<file path="src/rtl/core/multitap_text_entry_macros.svh">
// ---------------------------------------------------------------------------
// Assertion macros for the multitap text entry block
// Shared property forms, clocked on clk and disabled while rst_n is low.
// ---------------------------------------------------------------------------
`ifndef MULTITAP_TEXT_ENTRY_MACROS_SVH
`define MULTITAP_TEXT_ENTRY_MACROS_SVH

// Same-cycle implication.
`define MTE_ASSERT_NOW(name, ante, cons, msg) \
  name: assert property (@(posedge clk) disable iff (!rst_n) (ante) |-> (cons)) \
    else $error(msg);

// Next-cycle implication.
`define MTE_ASSERT_NEXT(name, ante, cons, msg) \
  name: assert property (@(posedge clk) disable iff (!rst_n) (ante) |=> (cons)) \
    else $error(msg);

`endif

</file>
<file path="src/rtl/core/mte_pkg.sv">
// ---------------------------------------------------------------------------
// mte_pkg
// Types, codes and the character ROM of the multitap text entry block.
// ---------------------------------------------------------------------------
package mte_pkg;

  localparam int KEY_ROWS   = 10;
  localparam int ROW_SLOTS  = 9;
  localparam int LAST_SLOT  = 8;
  localparam int MAX_EVENTS = 4;

  localparam logic [15:0] TIMEOUT_RESET = 16'd1000;
  localparam logic [3:0]  NO_KEY        = 4'hF;

  localparam logic OP_KEY  = 1'b0;
  localparam logic OP_TICK = 1'b1;

  typedef enum logic [1:0] {
    KIND_CHAR  = 2'd0,
    KIND_RIGHT = 2'd1,
    KIND_BS    = 2'd2,
    KIND_LEFT  = 2'd3
  } kind_t;

  typedef struct packed {
    kind_t      kind;
    logic [6:0] code;
    logic       last;
  } event_t;

  // One row per key (keys 1..9 then 0); a zero marks an empty slot.
  localparam logic [6:0] GLYPH_ROM [KEY_ROWS][ROW_SLOTS] = '{
    '{7'h2E, 7'h2D, 7'h40, 7'h31, 7'h2F, 7'h00, 7'h00, 7'h00, 7'h00},
    '{7'h61, 7'h62, 7'h63, 7'h32, 7'h41, 7'h42, 7'h43, 7'h00, 7'h00},
    '{7'h64, 7'h65, 7'h66, 7'h33, 7'h44, 7'h45, 7'h46, 7'h00, 7'h00},
    '{7'h67, 7'h68, 7'h69, 7'h34, 7'h47, 7'h48, 7'h49, 7'h00, 7'h00},
    '{7'h6A, 7'h6B, 7'h6C, 7'h35, 7'h4A, 7'h4B, 7'h4C, 7'h00, 7'h00},
    '{7'h6D, 7'h6E, 7'h6F, 7'h36, 7'h4D, 7'h4E, 7'h4F, 7'h00, 7'h00},
    '{7'h70, 7'h71, 7'h72, 7'h73, 7'h37, 7'h50, 7'h51, 7'h52, 7'h53},
    '{7'h74, 7'h75, 7'h76, 7'h38, 7'h54, 7'h55, 7'h56, 7'h00, 7'h00},
    '{7'h77, 7'h78, 7'h79, 7'h7A, 7'h39, 7'h57, 7'h58, 7'h59, 7'h5A},
    '{7'h23, 7'h2A, 7'h30, 7'h3F, 7'h21, 7'h3A, 7'h3B, 7'h2C, 7'h00}
  };

endpackage

</file>
<file path="src/rtl/core/mte_in_if.sv">
// ---------------------------------------------------------------------------
// mte_in_if
// Input channel: one key press or timer tick per word.
// ---------------------------------------------------------------------------
interface mte_in_if;
  logic       valid;
  logic       ready;
  logic       op;
  logic [3:0] key_row;

  modport source (output valid, output op, output key_row, input ready);
  modport sink   (input valid, input op, input key_row, output ready);
endinterface

</file>
<file path="src/rtl/core/mte_out_if.sv">
// ---------------------------------------------------------------------------
// mte_out_if
// Result channel: one edit event per word.
// ---------------------------------------------------------------------------
interface mte_out_if;
  logic       valid;
  logic       ready;
  logic [1:0] event_kind;
  logic [6:0] char_code;
  logic       last;

  modport source (output valid, output event_kind, output char_code, output last,
                  input ready);
  modport sink   (input valid, input event_kind, input char_code, input last,
                  output ready);
endinterface

</file>
<file path="src/rtl/core/multitap_text_entry.sv">
// ---------------------------------------------------------------------------
// multitap_text_entry
// Multitap keypad text entry: key presses and ticks become edit events.
// ---------------------------------------------------------------------------
// Flow: an accepted word is held in the input register until the event buffer
// is free, then its events are built in one pass and loaded into the buffer,
// from which the first event is offered.
// Throughput: while the output is ready, events leave one per cycle from a
// four-entry event buffer; a valid key press yields 2 to 4 events, a committing
// tick 1 and a silent tick none; the next word waits in the input register meanwhile.
// Reset: synchronous, active low; timeout returns to 1000 ticks, no key held.
`include "multitap_text_entry_macros.svh"

module multitap_text_entry (
  input  logic          clk,
  input  logic          rst_n,
  input  logic          cfg_we,
  input  logic [15:0]   cfg_wdata,
  mte_in_if.sink        in_ch,
  mte_out_if.source     out_ch
);

  // Configuration and block state.
  logic [15:0] timeout_r;
  logic [3:0]  prev_key_r,  prev_key_nxt;
  logic [3:0]  pos_r,       pos_nxt;
  logic        pending_r,   pending_nxt;
  logic [15:0] countdown_r, countdown_nxt;

  // Input register.
  logic        s1_valid_r;
  logic        s1_op_r;
  logic [3:0]  s1_row_r;

  // Event buffer.
  mte_pkg::event_t slot_r [mte_pkg::MAX_EVENTS];
  mte_pkg::event_t slot_nxt [mte_pkg::MAX_EVENTS];
  logic [2:0]  rem_r, n_nxt;
  logic [1:0]  rd_idx_r;

  logic        buf_free;
  logic        s1_adv;
  logic        out_take;

  // Event building.
  logic        row_ok;
  logic [3:0]  safe_row;
  logic        same_key;
  logic [3:0]  pos_inc;
  logic [3:0]  pos_try;
  logic [6:0]  glyph_try;
  logic [6:0]  glyph;

  assign out_take = out_ch.valid && out_ch.ready;
  assign buf_free = (rem_r == 3'd0) || ((rem_r == 3'd1) && out_ch.ready);
  assign s1_adv   = s1_valid_r && buf_free;
  assign in_ch.ready = !s1_valid_r || s1_adv;

  assign row_ok   = s1_row_r < 4'(mte_pkg::KEY_ROWS);
  assign safe_row = row_ok ? s1_row_r : 4'd0;
  assign same_key = pending_r && (s1_row_r == prev_key_r);
  assign pos_inc  = (pos_r >= 4'(mte_pkg::LAST_SLOT)) ? 4'd0 : pos_r + 4'd1;
  assign pos_try  = same_key ? pos_inc : 4'd0;
  assign glyph_try = mte_pkg::GLYPH_ROM[safe_row][pos_try];
  assign glyph    = (glyph_try == 7'd0) ? mte_pkg::GLYPH_ROM[safe_row][0] : glyph_try;

  always_comb begin
    prev_key_nxt  = prev_key_r;
    pos_nxt       = pos_r;
    pending_nxt   = pending_r;
    countdown_nxt = countdown_r;
    n_nxt         = 3'd0;
    for (int i = 0; i < mte_pkg::MAX_EVENTS; i++) begin
      slot_nxt[i] = '{kind: mte_pkg::KIND_LEFT, code: 7'd0, last: 1'b1};
    end

    if (s1_op_r == mte_pkg::OP_TICK) begin
      if (pending_r) begin
        if (countdown_r <= 16'd1) begin
          pending_nxt   = 1'b0;
          countdown_nxt = 16'd0;
          slot_nxt[0]   = '{kind: mte_pkg::KIND_RIGHT, code: 7'd0, last: 1'b1};
          n_nxt         = 3'd1;
        end else begin
          countdown_nxt = countdown_r - 16'd1;
        end
      end
    end else if (row_ok) begin
      prev_key_nxt  = s1_row_r;
      pos_nxt       = (glyph_try == 7'd0) ? 4'd0 : pos_try;
      pending_nxt   = 1'b1;
      countdown_nxt = timeout_r;
      if (same_key) begin
        slot_nxt[0] = '{kind: mte_pkg::KIND_RIGHT, code: 7'd0,  last: 1'b0};
        slot_nxt[1] = '{kind: mte_pkg::KIND_BS,    code: 7'd0,  last: 1'b0};
        slot_nxt[2] = '{kind: mte_pkg::KIND_CHAR,  code: glyph, last: 1'b0};
        n_nxt       = 3'd4;
      end else if (pending_r) begin
        slot_nxt[0] = '{kind: mte_pkg::KIND_RIGHT, code: 7'd0,  last: 1'b0};
        slot_nxt[1] = '{kind: mte_pkg::KIND_CHAR,  code: glyph, last: 1'b0};
        n_nxt       = 3'd3;
      end else begin
        slot_nxt[0] = '{kind: mte_pkg::KIND_CHAR,  code: glyph, last: 1'b0};
        n_nxt       = 3'd2;
      end
    end
  end

  always_ff @(posedge clk) begin
    if (!rst_n) begin
      timeout_r   <= mte_pkg::TIMEOUT_RESET;
      prev_key_r  <= mte_pkg::NO_KEY;
      pos_r       <= 4'd0;
      pending_r   <= 1'b0;
      countdown_r <= 16'd0;
      s1_valid_r  <= 1'b0;
      rem_r       <= 3'd0;
      rd_idx_r    <= 2'd0;
    end else begin
      if (cfg_we) begin
        timeout_r <= cfg_wdata;
      end
      if (in_ch.ready) begin
        s1_valid_r <= in_ch.valid;
      end
      if (s1_adv) begin
        prev_key_r  <= prev_key_nxt;
        pos_r       <= pos_nxt;
        pending_r   <= pending_nxt;
        countdown_r <= countdown_nxt;
        rem_r       <= n_nxt;
        rd_idx_r    <= 2'd0;
      end else if (out_take) begin
        rem_r    <= rem_r - 3'd1;
        rd_idx_r <= rd_idx_r + 2'd1;
      end
    end
  end

  always_ff @(posedge clk) begin
    if (in_ch.ready && in_ch.valid) begin
      s1_op_r  <= in_ch.op;
      s1_row_r <= in_ch.key_row;
    end
    if (s1_adv) begin
      for (int i = 0; i < mte_pkg::MAX_EVENTS; i++) begin
        slot_r[i] <= slot_nxt[i];
      end
    end
  end

  assign out_ch.valid      = rem_r != 3'd0;
  assign out_ch.event_kind = slot_r[rd_idx_r].kind;
  assign out_ch.char_code  = slot_r[rd_idx_r].code;
  assign out_ch.last       = slot_r[rd_idx_r].last;

  // The word marked last is exactly the final one left in the buffer.
  `MTE_ASSERT_NOW(a_last_marks_end, out_ch.valid, out_ch.last == (rem_r == 3'd1), "bad last flag")
  // Without a pending timeout the countdown rests at zero.
  `MTE_ASSERT_NOW(a_idle_countdown, !pending_r, countdown_r == 16'd0, "countdown while idle")
  // Events built from a word are offered on the next cycle.
  `MTE_ASSERT_NEXT(a_events_follow, s1_adv && (n_nxt != 3'd0), out_ch.valid, "events not offered")
  // An empty input register always takes a word.
  `MTE_ASSERT_NOW(a_ready_when_empty, !s1_valid_r, in_ch.ready, "input stalled while empty")
  // The buffer never holds more than four events.
  `MTE_ASSERT_NOW(a_rem_bound, 1'b1, rem_r <= 3'(mte_pkg::MAX_EVENTS), "event count overflow")

endmodule
</file>
<file path="src/flat_wrapper.sv">
// flat-port wrapper written by rule: the top's interface ports become plain ports
module multitap_text_entry_flat 
  (clk, rst_n, cfg_we, cfg_wdata, in_ch_valid, in_ch_op, in_ch_key_row, in_ch_ready, out_ch_valid, out_ch_event_kind, out_ch_char_code, out_ch_last, out_ch_ready);
  mte_in_if in_ch_i ();
  mte_out_if out_ch_i ();
  input  logic clk;
  input  logic rst_n;
  input  logic cfg_we;
  input  logic [15:0] cfg_wdata;
  input wire logic [$bits(in_ch_i.valid)-1:0] in_ch_valid;
  input wire logic [$bits(in_ch_i.op)-1:0] in_ch_op;
  input wire logic [$bits(in_ch_i.key_row)-1:0] in_ch_key_row;
  output wire logic [$bits(in_ch_i.ready)-1:0] in_ch_ready;
  output wire logic [$bits(out_ch_i.valid)-1:0] out_ch_valid;
  output wire logic [$bits(out_ch_i.event_kind)-1:0] out_ch_event_kind;
  output wire logic [$bits(out_ch_i.char_code)-1:0] out_ch_char_code;
  output wire logic [$bits(out_ch_i.last)-1:0] out_ch_last;
  input wire logic [$bits(out_ch_i.ready)-1:0] out_ch_ready;
  assign in_ch_i.valid = in_ch_valid;
  assign in_ch_i.op = in_ch_op;
  assign in_ch_i.key_row = in_ch_key_row;
  assign in_ch_ready = in_ch_i.ready;
  assign out_ch_valid = out_ch_i.valid;
  assign out_ch_event_kind = out_ch_i.event_kind;
  assign out_ch_char_code = out_ch_i.char_code;
  assign out_ch_last = out_ch_i.last;
  assign out_ch_i.ready = out_ch_ready;
  multitap_text_entry u_core (.clk(clk), .rst_n(rst_n), .cfg_we(cfg_we), .cfg_wdata(cfg_wdata), .in_ch(in_ch_i), .out_ch(out_ch_i));
endmodule
</file>
<file path="config.mk">
export PLATFORM = sky130hd
export DESIGN_NAME = multitap_text_entry_flat
export DESIGN_NICKNAME = d
export VERILOG_FILES = /design/src/rtl/core/mte_pkg.sv /design/src/rtl/core/mte_in_if.sv /design/src/rtl/core/mte_out_if.sv /design/src/rtl/core/multitap_text_entry.sv /design/src/flat_wrapper.sv
export VERILOG_INCLUDE_DIRS = /design/src /design/src/rtl/core
export SDC_FILE = /design/constraint.sdc
export NUM_CORES = 1
export LEC_CHECK = 0
export BUFFER_PORTS_ARGS = -buffer_cell sky130_fd_sc_hd__buf_2
export CORE_MARGIN = 2
export CORE_UTILIZATION = 55
export DETAILED_ROUTE_END_ITERATION = 6
export PLACE_DENSITY = 0.78
export SETUP_SLACK_MARGIN = 0.15
export SLEW_MARGIN = 20
export SYNTH_ARGS = -nofsm -noshare
export SYNTH_HDL_FRONTEND = slang
export SYNTH_SLANG_ARGS = --single-unit
</file>
<file path="constraint.sdc">
create_clock -name clk -period 7.7 [get_ports clk]
set_input_delay 1.155 -clock clk [delete_from_list [all_inputs] [get_ports clk]]
set_output_delay 1.155 -clock clk [all_outputs]
set_load 0.05 [all_outputs]
</file>
== Word level (Yosys, flattened, before mapping) ==
Memories as Yosys holds them, arrays and structs flattened. A register that Yosys moved wholly into a read port is not among the register bits.
Index checks and enable logic that the tools add are counted.

* Muxes and demuxes: 39
* Equality and inequality tests: 3
* $add $sub $neg: 4
* Magnitude comparators: 5
* Reduce and logical (&&, ||, !) cells: 17
* Bitwise operators: 4

{| class="wikitable"
|+ Operators by type and width
! kind !! count
|-
| 2-to-1 mux 63 bit || 2
|-
| 2-to-1 mux 16 bit || 4
|-
| 2-to-1 mux 10 bit || 5
|-
| 2-to-1 mux 20 bit || 2
|-
| 2-to-1 mux 30 bit || 1
|-
| binary-select mux 7 bit (select 4 bit) || 1
|-
| 2-to-1 mux 7 bit || 3
|-
| 2-to-1 mux 3 bit || 6
|-
| less-or-equal comparator 16 x 1 -> 1 bit, second input constant || 1
|-
| 2-to-1 mux 4 bit || 4
|-
| subtractor 16 x 1 -> 16 bit, second input constant || 1
|-
| greater-or-equal comparator 5 bit, second input constant || 2
|-
| NOT 4 -> 5 bit || 2
|-
| 2-to-1 mux 9 bit || 1
|-
| 2-to-1 mux 1 bit || 8
|-
| logical NOT 7 bit || 1
|-
| AND reduction 3 bit || 2
|-
| logical AND 1 bit || 5
|-
| adder 4 x 1 -> 4 bit, second input constant || 1
|-
| == test 4 bit || 1
|-
| greater-or-equal comparator 4 bit, second input constant || 1
|-
| < comparator 4 bit, second input constant || 1
|-
| 2-to-1 mux 2 bit || 2
|-
| nonzero test 2 bit || 2
|-
| 11 further kinds || 13
|}

* Word-level logic and storage cells: 84
* RAM bits: 40
* Memory bits (read-only): 1008
* Register bits after elaboration: 52
* Output and inout bits: 12
* Memories: 2
* Input port bits: 26

{| class="wikitable"
|+ Memories
! name !! depth !! width !! rd ports !! clocked after Yosys merged registers in !! wr ports !! line !! RTL
|-
| (no name shown) || 16 || 63 || 1 || 0 || 0 || multitap_text_entry.sv:64 || <nowiki>assign glyph_try = mte_pkg::GLYPH_ROM[safe_row][pos_try];</nowiki>
|-
| u_core.slot_r || 4 || 10 || 1 || 1 || 4 || multitap_text_entry.sv:36 || <nowiki>mte_pkg::event_t slot_r [mte_pkg::MAX_EVENTS];</nowiki>
|}

== Depth between registers and ports, before layout ==
Gate-level depths: netlist of run 1.

* Depth in word-level cells: 15
* Gate-level depth with buffers: 14
* Mapped depth without buffers: 12

== Least setup slack after synthesis of run 1 ==
Ideal clock, no wire load.

* Path type: in2out
* From: input out_ch_ready
* To: output in_ch_ready
* Required time: 6.545 ns
* Cell stages on the path: 2
* Data arrival time: 2.376 ns
* Path buffers: 0
* Setup slack: 4.169 ns
* Cells stage by stage: a21oi_1 o21ai_0

* Cells in the longest elaborated chain, start to end: 4

{| class="wikitable"
|+ Ends and longest elaborated chain
! what !! line !! RTL
|-
| start: declaration || flat_wrapper.sv:18 || <nowiki>input wire logic [$bits(out_ch_i.ready)-1:0] out_ch_ready;</nowiki>
|-
| logical AND 1 bit || multitap_text_entry.sv:55 || <nowiki>assign buf_free = (rem_r == 3'd0) || ((rem_r == 3'd1) && out_ch.ready);</nowiki>
|-
| logical OR 1 bit || multitap_text_entry.sv:55 ||
|-
| logical AND 1 bit || multitap_text_entry.sv:56 || <nowiki>assign s1_adv = s1_valid_r && buf_free;</nowiki>
|-
| logical OR 1 bit || multitap_text_entry.sv:57 || <nowiki>assign in_ch.ready = !s1_valid_r || s1_adv;</nowiki>
|-
| end: declaration || flat_wrapper.sv:13 || <nowiki>output wire logic [$bits(in_ch_i.ready)-1:0] in_ch_ready;</nowiki>
|}

Every way passes these cells.

== Worst setup path in the final report of run 1 ==
* From: register u_core.s1_row_r[2]
* To: register u_core.pos_r[1]

* Cells in the longest elaborated chain, start to end: 11
* Elaborated cells on any way between the ends: 16
* Classes of those cells: order compare: 1; eq/ne: 1; mux: 8; bitwise: 2; reduce/logical: 3; memory: 1

{| class="wikitable"
|+ Ends and longest elaborated chain
! what !! line !! RTL
|-
| start: declaration || multitap_text_entry.sv:33 || <nowiki>logic [3:0] s1_row_r;</nowiki>
|-
| start signal: assignment || multitap_text_entry.sv:143 || <nowiki>s1_row_r <= in_ch.key_row;</nowiki>
|-
| < comparator 4 bit || multitap_text_entry.sv:59 || <nowiki>assign row_ok = s1_row_r < 4'(mte_pkg::KEY_ROWS);</nowiki>
|-
| 2-to-1 mux 4 bit || multitap_text_entry.sv:60 || <nowiki>assign safe_row = row_ok ? s1_row_r : 4'd0;</nowiki>
|-
| NOT 4 -> 5 bit (implied by the code) || multitap_text_entry.sv:64 ||
|-
| memory read (16 x 63 bit) || n/a ||
|-
| 2-to-1 mux 63 bit (implied by the code) (2 in series) || multitap_text_entry.sv:64 ||
|-
| binary-select mux 7 bit (select 4 bit) || multitap_text_entry.sv:64 ||
|-
| 2-to-1 mux 7 bit (implied by the code) (2 in series) || multitap_text_entry.sv:64 ||
|-
| logical NOT 7 bit || multitap_text_entry.sv:90 || <nowiki>pos_nxt = (glyph_try == 7'd0) ? 4'd0 : pos_try;</nowiki>
|-
| 2-to-1 mux 4 bit || multitap_text_entry.sv:90 ||
|-
| end signal: assignment || multitap_text_entry.sv:128 || <nowiki>pos_r <= pos_nxt;</nowiki>
|-
| end: declaration || multitap_text_entry.sv:26 || <nowiki>logic [3:0] pos_r, pos_nxt;</nowiki>
|}

Several ways; a longest one is shown, not always the timed one. The select of a mux whose other input is x is not followed.
A chain may end at the register's enable or synchronous reset.

==> flow_summary.json, run 1 <==
{
  "finalClockSkew_ns": 0.0145,
  "synth_area_leader_cell": "dfxtp_1",
  "synth_enable_flop_cells": 32,
  "min_from": "u_core.countdown_r[15]$_SDFFE_PN0P_",
  "antenna_found_initial": 0,
  "finalHoldViolCount": 0,
  "cpPeakStageDelay_ns": 0.45,
  "htree_levels": 3,
  "syn_nets": 650,
  "cp_top_family": "compound AO/OA/AOI/OAI gates",
  "crit_type": "flip-flop to flip-flop",
  "antenna_cells": 0,
  "vias": 4736,
  "startpoint_type": "flip-flop",
  "dp.final_hpwl_um": 9770,
  "reg2reg_from": "u_core.s1_row_r[2]$_DFFE_PP_",
  "gr-usage-met1_pct": 35.5,
  "synth-xor-area-share_pct": 2.93,
  "cts_tree": "done",
  "drt_pass1_iterations": 6,
  "setup_tns_ns": 0,
  "netlist-cell-type-count": 85,
  "vdd_drop_max_uv": 172,
  "cts_made_buffers": 9,
  "maxSlewHeadroom_pct": 49.7,
  "ioPinCount": 38,
  "reg2regPathDepth": 13,
  "worst_pin_slew_ns": 0.754,
  "min_path_cells": 2,
  "syn_to_final_growth_pct": 7.85,
  "synthMuxAreaShare_pct": 3.96,
  "clk_latency_ns": 0.36,
  "crit_required_ns": 7.95,
  "synth_compound_area_share_pct": 23.3,
  "synth_top_family_by_area": "simple AND/OR/NAND/NOR gates",
  "regToRegSetupSlack_ns": 4.11,
  "cts_hold_buf": 0,
  "rows": 35,
  "coreArea_um2": 9330,
  "wl_per_cell_um": 17.9,
  "yosysWarnings": 0,
  "synth_seq_cells": 81,
  "rsz0062_at_grt": "no",
  "synth_commonest_cells": "nand2_1, dfxtp_1, nor2_1, o21ai_0",
  "p_per_area_nw_per_um2": 282,
  "finalSetupViolations": 0,
  "synth.area.top_cells": "dfxtp_1, edfxtp_1, nand2_1",
  "use_met2_pct": 41.4,
  "layout_setup_ws_ns": 4.11,
  "crit_fanout": 28,
  "finalNetCount": 662,
  "cp_cell_sequence": "buf_4 -> o21ai_0 -> nand2_1 -> inv_1 -> ha_1 -> inv_1 -> a21oi_1 -> a221oi_1 -> a21oi_1 -> o21ai_0 -> o21ai_1 -> nand4_4 -> a41o_1",
  "synth.most_common_cell": "nand2_1",
  "holdPathEnd": "u_core.countdown_r[15]$_SDFFE_PN0P_",
  "synthCells": 609,
  "crit_arrival_ns": 3.84,
  "power.total_mw": 1.62,
  "finalHoldWorstSlack_ns": 0.499,
  "cpMaxStageDelayCell": "o21ai_1",
  "hold_path.class": "flip-flop to flip-flop",
  "dieArea_um2": 10500,
  "chipHeight_um": 103,
  "drc": 0,
  "design_area_um2": 5760,
  "grt_first_pass_wirelength_um": 21700,
  "synth_area_per_cell_um2": 8.77,
  "fin_crit_sh_pct": 46.6,
  "outcome": "completed",
  "cts_sinks": 81,
  "cts_root_buffer": "clkbuf_8",
  "end_kind": "flip-flop",
  "place.gp.congestion": 1.03,
  "syn_area_um2": 5340,
  "leakage_nw": 2.25,
  "period_minus_slack_ns": 3.59,
  "start_util_pct": 57.3,
  "port_buffers": 37,
  "async_reset_ff_share_pct": 0,
  "ctsResizeCount": 0,
  "cts_setup_buffers": 0,
  "seq_area_frac_synth_pct": 36.4,
  "synth-simple-area-share_pct": 23.4,
  "maxSlewViolCount": 0,
  "cap_violations": 0,
  "ys.flop_type": "dfxtp_1",
  "routed_via_density": 6.27,
  "r2r_end": "u_core.pos_r[1]$_SDFFE_PN0P_",
  "fmax_mhz": 279,
  "cts_buffer_depth": 2,
  "dp_slack_ns": 4.21,
  "critical_path_buf_inv_count": 3,
  "grt_pass1_vias": 4381,
  "fp.dieW_um": 103,
  "grt_usage_pct": 26.5,
  "grt_busiest_layer": "met2",
  "drt_iter0_markers": 402,
  "path_clk_slew_ns": 0.08,
  "met3_usage_pct": 5.42,
  "wirelength_um": 13500,
  "postRouteAntennaNets": 0,
  "grt-ovfl-total": 0,
  "layout-drive-gt1-share_pct": 14.7,
  "yosysTopAreaCellShare_pct": 18.4,
  "synthAdderAreaFrac_pct": 3.51,
  "grt_max_degree": 52,
  "dpl-instance-area_um2": 5510
}
[how the worst max path moves through the flow]
stage                                        endpoint  cells past startpoint  slack, ns                    startpoint
floorplan                                 in_ch_ready                      2       4.17                  out_ch_ready
global placement         u_core.pos_r[1]$_SDFFE_PN0P_                     13       4.27  u_core.s1_row_r[3]$_DFFE_PP_
detailed placement  u_core.slot_r[2][3]$_SDFFCE_PN0P_                     13       4.21  u_core.s1_row_r[2]$_DFFE_PP_
CTS                      u_core.pos_r[1]$_SDFFE_PN0P_                     13       4.19  u_core.s1_row_r[2]$_DFFE_PP_
global route             u_core.pos_r[0]$_SDFFE_PN0P_                     13       3.75  u_core.s1_row_r[2]$_DFFE_PP_
finish                   u_core.pos_r[1]$_SDFFE_PN0P_                     13       4.11  u_core.s1_row_r[2]$_DFFE_PP_
[final cells by class]
type                    instances  area [um^2]
clock buffers                   9          124
flip-flops and latches         81         1940
multi-input cells             457         3050
well taps                     129          161
inverters                      28          118
repair buffers                 44          238
clock inverters                 7          130
fillers                       822         3570
[registers in the layout (all words and copies together), names as in the netlist, named ones only]
name	flops
u_core.s1_valid_r	1
u_core.rd_idx_r	2
u_core.s1_row_r	4
u_core.pos_r	4
u_core.countdown_r	16
u_core.rem_r	3
u_core.slot_r	27
u_core.timeout_r	16
u_core.pending_r	1
u_core.prev_key_r	4
u_core.s1_op_r	1
[through the flow]
stage	cells	utilization [%]
after floorplan	609	-
after global placement	739	59.0
after detailed placement	739	59.0
after CTS	755	61.8
after global routing	755	61.8
final	755	61.8
[layer usage]
metal  share of wire, %  wire length [um]
met3                7.0               953
met2                 46              6290
met5                  0                 0
met4                3.1               420
met1                 43              5880
[power breakdown]
part           total [mW]  leakage (nW)  switching (mW)  internal, mW
logic               0.677          1.42           0.466         0.212
clock network       0.386         0.128           0.164         0.222
registers           0.560         0.697          0.0432         0.517
total                1.62          2.25           0.673         0.951
[kinds of logic after synthesis]
logic type / count (synthesis)
xor gates and xnor gates: 11
DFF: 81
and+or+nand+nor: 230
AOI/OAI and AO/OA: 180
buffers and inverters: 71
muxes: 21
adders and majority gates: 15
[worst reg2reg max path, stage by stage, from the launching register on]
cell,delay (ns)
edfxtp_1,0.36
buf_4,0.25
o21ai_0,0.35
nand2_1,0.23
inv_1,0.20
ha_1,0.33
inv_1,0.20
a21oi_1,0.19
a221oi_1,0.07
a21oi_1,0.23
o21ai_0,0.11
o21ai_1,0.45
nand4_4,0.23
a41o_1,0.29
[cell usage in the layout (no fill, tap or decap), types with 8 or more instances in the layout]
master / instances
nand2_1: 63
nor2_1: 49
dfxtp_1: 49
o21ai_0: 43
buf_2: 37
a21oi_1: 32
edfxtp_1: 32
nor2b_1: 26
inv_1: 24
mux2i_1: 20
nand3_1: 17
ha_1: 15
o211ai_1: 14
and3_1: 11
o22ai_1: 11
nor3_1: 9
clkbuf_8: 9
nand2b_1: 8
and2_1: 8
a22oi_1: 8
(Power assumes the default switching activity.)
==> run 2: changes to the inputs <==
Settings changed: PLACE_DENSITY 0.78 to 0.81.
Clock period 7.7 ns to 2.9 ns, I/O delays scaled along.
==> flow_summary.json, run 2 (synthesized netlist as in run 1, its figures left out) <==
{
  "outcome": "finished, violations left",
  "violations": "setup timing",
  "coreArea_um2": 9330,
  "antenna_found_initial": 0,
  "fp.dieW_um": 103,
  "layout_setup_ws_ns": -0.00585,
  "finalHoldViolCount": 0,
  "clk_latency_ns": 0.37,
  "grt_pass1_vias": 5090,
  "dieArea_um2": 10500,
  "leakage_nw": 2.78,
  "start_util_pct": 57.3,
  "fill_cells": 649,
  "maxSlewViolCount": 0,
  "largest_register_ffs": 27,
  "cts_hold_buf": 0,
  "grt-ovfl-total": 0,
  "vdd_drop_max_uv": 545,
  "cts_root_buffer": "clkbuf_8",
  "rsz0062_at_grt": "yes",
  "ioPinCount": 38,
  "path_clk_slew_ns": 0.10,
  "layout_common_cells": "buf_4, nand2_1, dfxtp_1",
  "drt_iter0_markers": 480,
  "cts_sinks": 81,
  "cts_buffer_depth": 2,
  "crit_required_ns": 3.16,
  "startpoint_type": "flip-flop",
  "layout-drive-gt1-share_pct": 32.6,
  "gr-usage-met1_pct": 38.5,
  "vias": 5303,
  "rows": 35,
  "crit_fanout": 7,
  "cts_tree": "done",
  "fmax_mhz": 344,
  "dp_slack_ns": -0.0785,
  "met3_usage_pct": 6.71,
  "grt_busiest_layer": "met2",
  "hold_path.class": "primary input to flip-flop",
  "worst_pin_slew_ns": 0.774,
  "grt_max_degree": 52,
  "port_buffers": 37,
  "wl_per_cell_um": 19.1,
  "cts_made_buffers": 9,
  "grt_first_pass_wirelength_um": 25400,
  "crit_type": "flip-flop to flip-flop",
  "drt_pass1_iterations": 6,
  "grt_usage_pct": 30.9,
  "htree_levels": 3,
  "top_register": "u_core.slot_r",
  "use_met2_pct": 50.7,
  "period_minus_slack_ns": 2.91,
  "cap_violations": 0,
  "finalNetCount": 748,
  "place.gp.congestion": 1.01,
  "wirelength_um": 16100,
  "final_util_pct": 73.2,
  "finalClockSkew_ns": 0.0158,
  "p_per_area_nw_per_um2": 673,
  "drc": 0,
  "top_regs": "u_core.slot_r (27), u_core.countdown_r (16), u_core.timeout_r (16)",
  "chipHeight_um": 103,
  "antenna_cells": 0,
  "end_kind": "flip-flop",
  "dp_cells": 782,
  "routed_via_density": 6.31,
  "final_cells": 841,
  "maxSlewHeadroom_pct": 48.4,
  "crit_arrival_ns": 3.16,
  "syn_to_final_growth_pct": 27.8,
  "dp.final_hpwl_um": 10800,
  "fin_crit_sh_pct": 100,
  "postRouteAntennaNets": 0,
  "mostFrequentLayoutCell": "buf_4",
  "finalSetupViolations": 1
}
==> run 2: changes by cell type in the layout (fill, tap and decap cells not counted), sizes merged <==
cell,before,now
clkbuf,9,10
clkinv,4,6
nand4,5,6
bufinv,3,1
buf,44,128
inv,28,27
and4,1,2
==> run 2: path summary, 6_finish.rpt <==
kind	slack, ns	from	end	depth (start not counted)
max reg2reg	-0.006	u_core.s1_row_r[2]$_DFFE_PP_	u_core.pos_r[1]$_SDFFE_PN0P_	12
min	0.23	in_ch_op	u_core.s1_op_r$_DFFE_PP_	1
min reg2reg	0.49	u_core.timeout_r[6]$_SDFFE_PN1P_	u_core.timeout_r[6]$_SDFFE_PN1P_	2
max	-0.006	u_core.s1_row_r[2]$_DFFE_PP_	u_core.pos_r[1]$_SDFFE_PN0P_	12
==> run 2: through the flow <==
| step | cell area [um^2] | TNS [ns] | total power, mW | hold WS, ns |
|---|---|---|---|---|
| global route | 6830 | -0.220 | 4.82 | 0.224 |
| global placement | 5930 | -0.0403 | 3.37 | 0.470 |
| CTS | 6660 | 0 | 4.49 | 0.228 |
| floorplan | 5450 | 0 | 2.94 | 0.442 |
| detailed placement | 5930 | -0.336 | 3.42 | 0.476 |
| finish | 6830 | -0.00585 | 4.60 | 0.231 |
==> run 2: cell type report <==
cell class                 count  area [um^2]  share of cell area [%]
multi-input combinational    459         3440                    50.4
sequential                    81         1940                    28.4
timing repair buffer         128          947                    13.9
tap                          129          161                    2.36
clock buffer                  10          138                    2.02
inverter                      28          124                    1.81
clock inverter                 6         73.8                    1.08
==> run 2: critical path, cell delays in order (launching register included) <==
cell	delay, ns
edfxtp_1	0.47
buf_12	0.18
buf_12	0.13
xnor2_4	0.23
and4_4	0.39
and3_4	0.25
buf_4	0.11
a21oi_2	0.03
o22ai_2	0.15
nor4b_4	0.24
buf_6	0.17
nand4_4	0.15
a41o_1	0.29
==> run 2: power by group <==
part | internal, mW | switching [mW]
logic | 0.813 | 1.39
registers | 1.37 | 0.122
clock network | 0.434 | 0.465
==> run 2: timing repair <==
action	CTS	global route
setup endpoints to repair	14	19
buffers inserted	31	10
gates cloned	2	0
hold endpoints to repair	0	0
resized for setup	55	23
pin swaps	34	29
==> run 2: layer usage <==
metal	up-vias	share of wire (%)
met3	85	8.3
li1	2428	-
met2	339	47
met5	-	0
met4	0	4.7
met1	2451	40
==> run 3: changes to the inputs <==
Settings changed: CORE_UTILIZATION 55 to 50, PLACE_DENSITY 0.81 to 0.75.
==> flow_summary.json, run 3 (synthesized netlist as in run 1, its figures left out) <==
{
  "grt_first_pass_wirelength_um": 24900,
  "cts_buffer_depth": 2,
  "layout-drive-gt1-share_pct": 28.6,
  "grt-ovfl-total": 0,
  "antenna_found_initial": 0,
  "cts_hold_buf": 0,
  "dpl-instance-area_um2": 5940,
  "maxSlewViolCount": 0,
  "cp_top_family": "compound AO/OA/AOI/OAI gates",
  "ioPinCount": 38,
  "grt_pass1_vias": 4790,
  "finalNetCount": 735,
  "fmax_mhz": 342,
  "cpMaxStageDelayCell": "edfxtp_1",
  "fin_crit_sh_pct": 101,
  "layout_common_cells": "buf_4, nand2_1, nor2_1, dfxtp_1, o21ai_0",
  "cts_made_buffers": 9,
  "final_util_pct": 63.8,
  "worst_pin_slew_ns": 0.765,
  "end_kind": "flip-flop",
  "power.total_mw": 4.50,
  "mostFrequentLayoutCell": "buf_4",
  "start_util_pct": 51.5,
  "routed_via_density": 5.98,
  "dieArea_um2": 11500,
  "crit_arrival_ns": 3.04,
  "design_area_um2": 6620,
  "crit_fanout": 8,
  "crit_type": "flip-flop to flip-flop",
  "drt_pass1_iterations": 5,
  "cts_root_buffer": "clkbuf_8",
  "htree_levels": 3,
  "critical_path_buf_inv_count": 3,
  "dp.final_hpwl_um": 10700,
  "finalSetupViolations": 5,
  "largest_register_ffs": 27,
  "startpoint_type": "flip-flop",
  "rows": 37,
  "p_per_area_nw_per_um2": 680,
  "place.gp.congestion": 0.971,
  "wl_per_cell_um": 18.5,
  "violations": "setup timing",
  "finalHoldWorstSlack_ns": 0.237,
  "leakage_nw": 2.63,
  "crit_required_ns": 3.01,
  "vdd_drop_max_uv": 446,
  "finalHoldViolCount": 0,
  "vias": 4991,
  "syn_to_final_growth_pct": 23.9,
  "rsz0062_at_grt": "yes",
  "grt_usage_pct": 27.4,
  "cpPeakStageDelay_ns": 0.49,
  "fp.dieW_um": 107,
  "layout_setup_ws_ns": -0.0245,
  "cp_cell_sequence": "o21ai_4 -> nand2_4 -> buf_12 -> ha_4 -> and3_4 -> a311o_1 -> buf_4 -> a21oi_1 -> o22ai_2 -> nor4b_4 -> buf_6 -> a41oi_4 -> nor2_1",
  "top_register": "u_core.slot_r",
  "finalClockSkew_ns": 0.00942,
  "period_minus_slack_ns": 2.92,
  "wirelength_um": 15400,
  "top_regs": "u_core.slot_r (27), u_core.countdown_r (16), u_core.timeout_r (16)",
  "postRouteAntennaNets": 0,
  "path_clk_slew_ns": 0.09,
  "drc": 0,
  "outcome": "finished, violations left",
  "coreArea_um2": 10400,
  "cts_tree": "done",
  "drt_iter0_markers": 513,
  "maxSlewHeadroom_pct": 49.0,
  "cts_sinks": 81,
  "chipHeight_um": 107,
  "clk_latency_ns": 0.37,
  "grt_max_degree": 52,
  "antenna_cells": 0,
  "dp_slack_ns": -0.0488,
  "hold_path.class": "primary input to flip-flop",
  "port_buffers": 37,
  "cap_violations": 0
}
==> run 3: cell types whose count changed in the layout (fill, tap and decap cells not counted), moves of 3 or more <==
| cell | delta |
|---|---|
| a21oi_1 | +3 |
| ha_1 | +4 |
| nand2_4 | -3 |
| ha_2 | -3 |
| buf_6 | -5 |
| nor2_1 | +3 |
| buf_4 | -7 |
==> run 3: final cells by class <==
class / instances / area [um^2]
clock buffer: 9 / 124
inverter: 28 / 124
fill: 886 / 3750
timing repair buffer: 115 / 818
multi-input combinational: 459 / 3360
clock inverter: 7 / 78.8
sequential: 81 / 1940
tap: 136 / 170
==> run 3: report_power, final <==
group	internal, mW	total [mW]	switching (mW)	leakage [nW]
sequential	1.37	1.49	0.119	0.697
combinational	0.790	2.15	1.36	1.83
clock	0.407	0.862	0.455	0.0994
==> run 3: per-layer routing <==
layer	vias to the layer above	GRT usage [%]	part of all wire [%]
li1	2403	-	-
met3	36	6.90	6.9
met2	179	43.3	48
met4	0	11.0	3.0
met1	2373	36.1	42
met5	-	0	0
==> run 3: worst register-to-register path, delay by kind of cell (launching register included) <==
family / cells / cell delay [ns]
flip-flops: 1 / 0.49
AO/OA/AOI/OAI: 5 / 1.02
buffers and inverters: 3 / 0.47
AND/OR/NAND/NOR: 4 / 0.49
adder cells (fa/ha/maj): 1 / 0.20
==> run 3: worst paths after layout <==
path | start | endpoint | slack [ns] | cells past startpoint
max | u_core.s1_row_r[1]$_DFFE_PP_ | u_core.slot_r[2][2]$_SDFFCE_PN0P_ | -0.02 | 13
min | in_ch_key_row[3] | u_core.s1_row_r[3]$_DFFE_PP_ | 0.24 | 1
max reg2reg | u_core.s1_row_r[1]$_DFFE_PP_ | u_core.slot_r[2][2]$_SDFFCE_PN0P_ | -0.02 | 13
min reg2reg | u_core.timeout_r[7]$_SDFFE_PN1P_ | u_core.timeout_r[7]$_SDFFE_PN1P_ | 0.50 | 2
==> run 3: what timing repair did <==
item | 4_1_cts | 5_1_grt
setup buffers | 16 | 10
pin swaps | 19 | 21
resized for setup | 16 | 33
endpoints found under the setup margin | 15 | 24
cloned | 2 | 0
endpoints found under the hold margin | 0 | 0
==> run 3: through the flow <==
stage	setup TNS, ns	std cells
floorplan	0	609
global placement	0	791
detailed placement	-0.137	791
CTS	0	825
global route	-0.696	835
finish	-0.0710	835
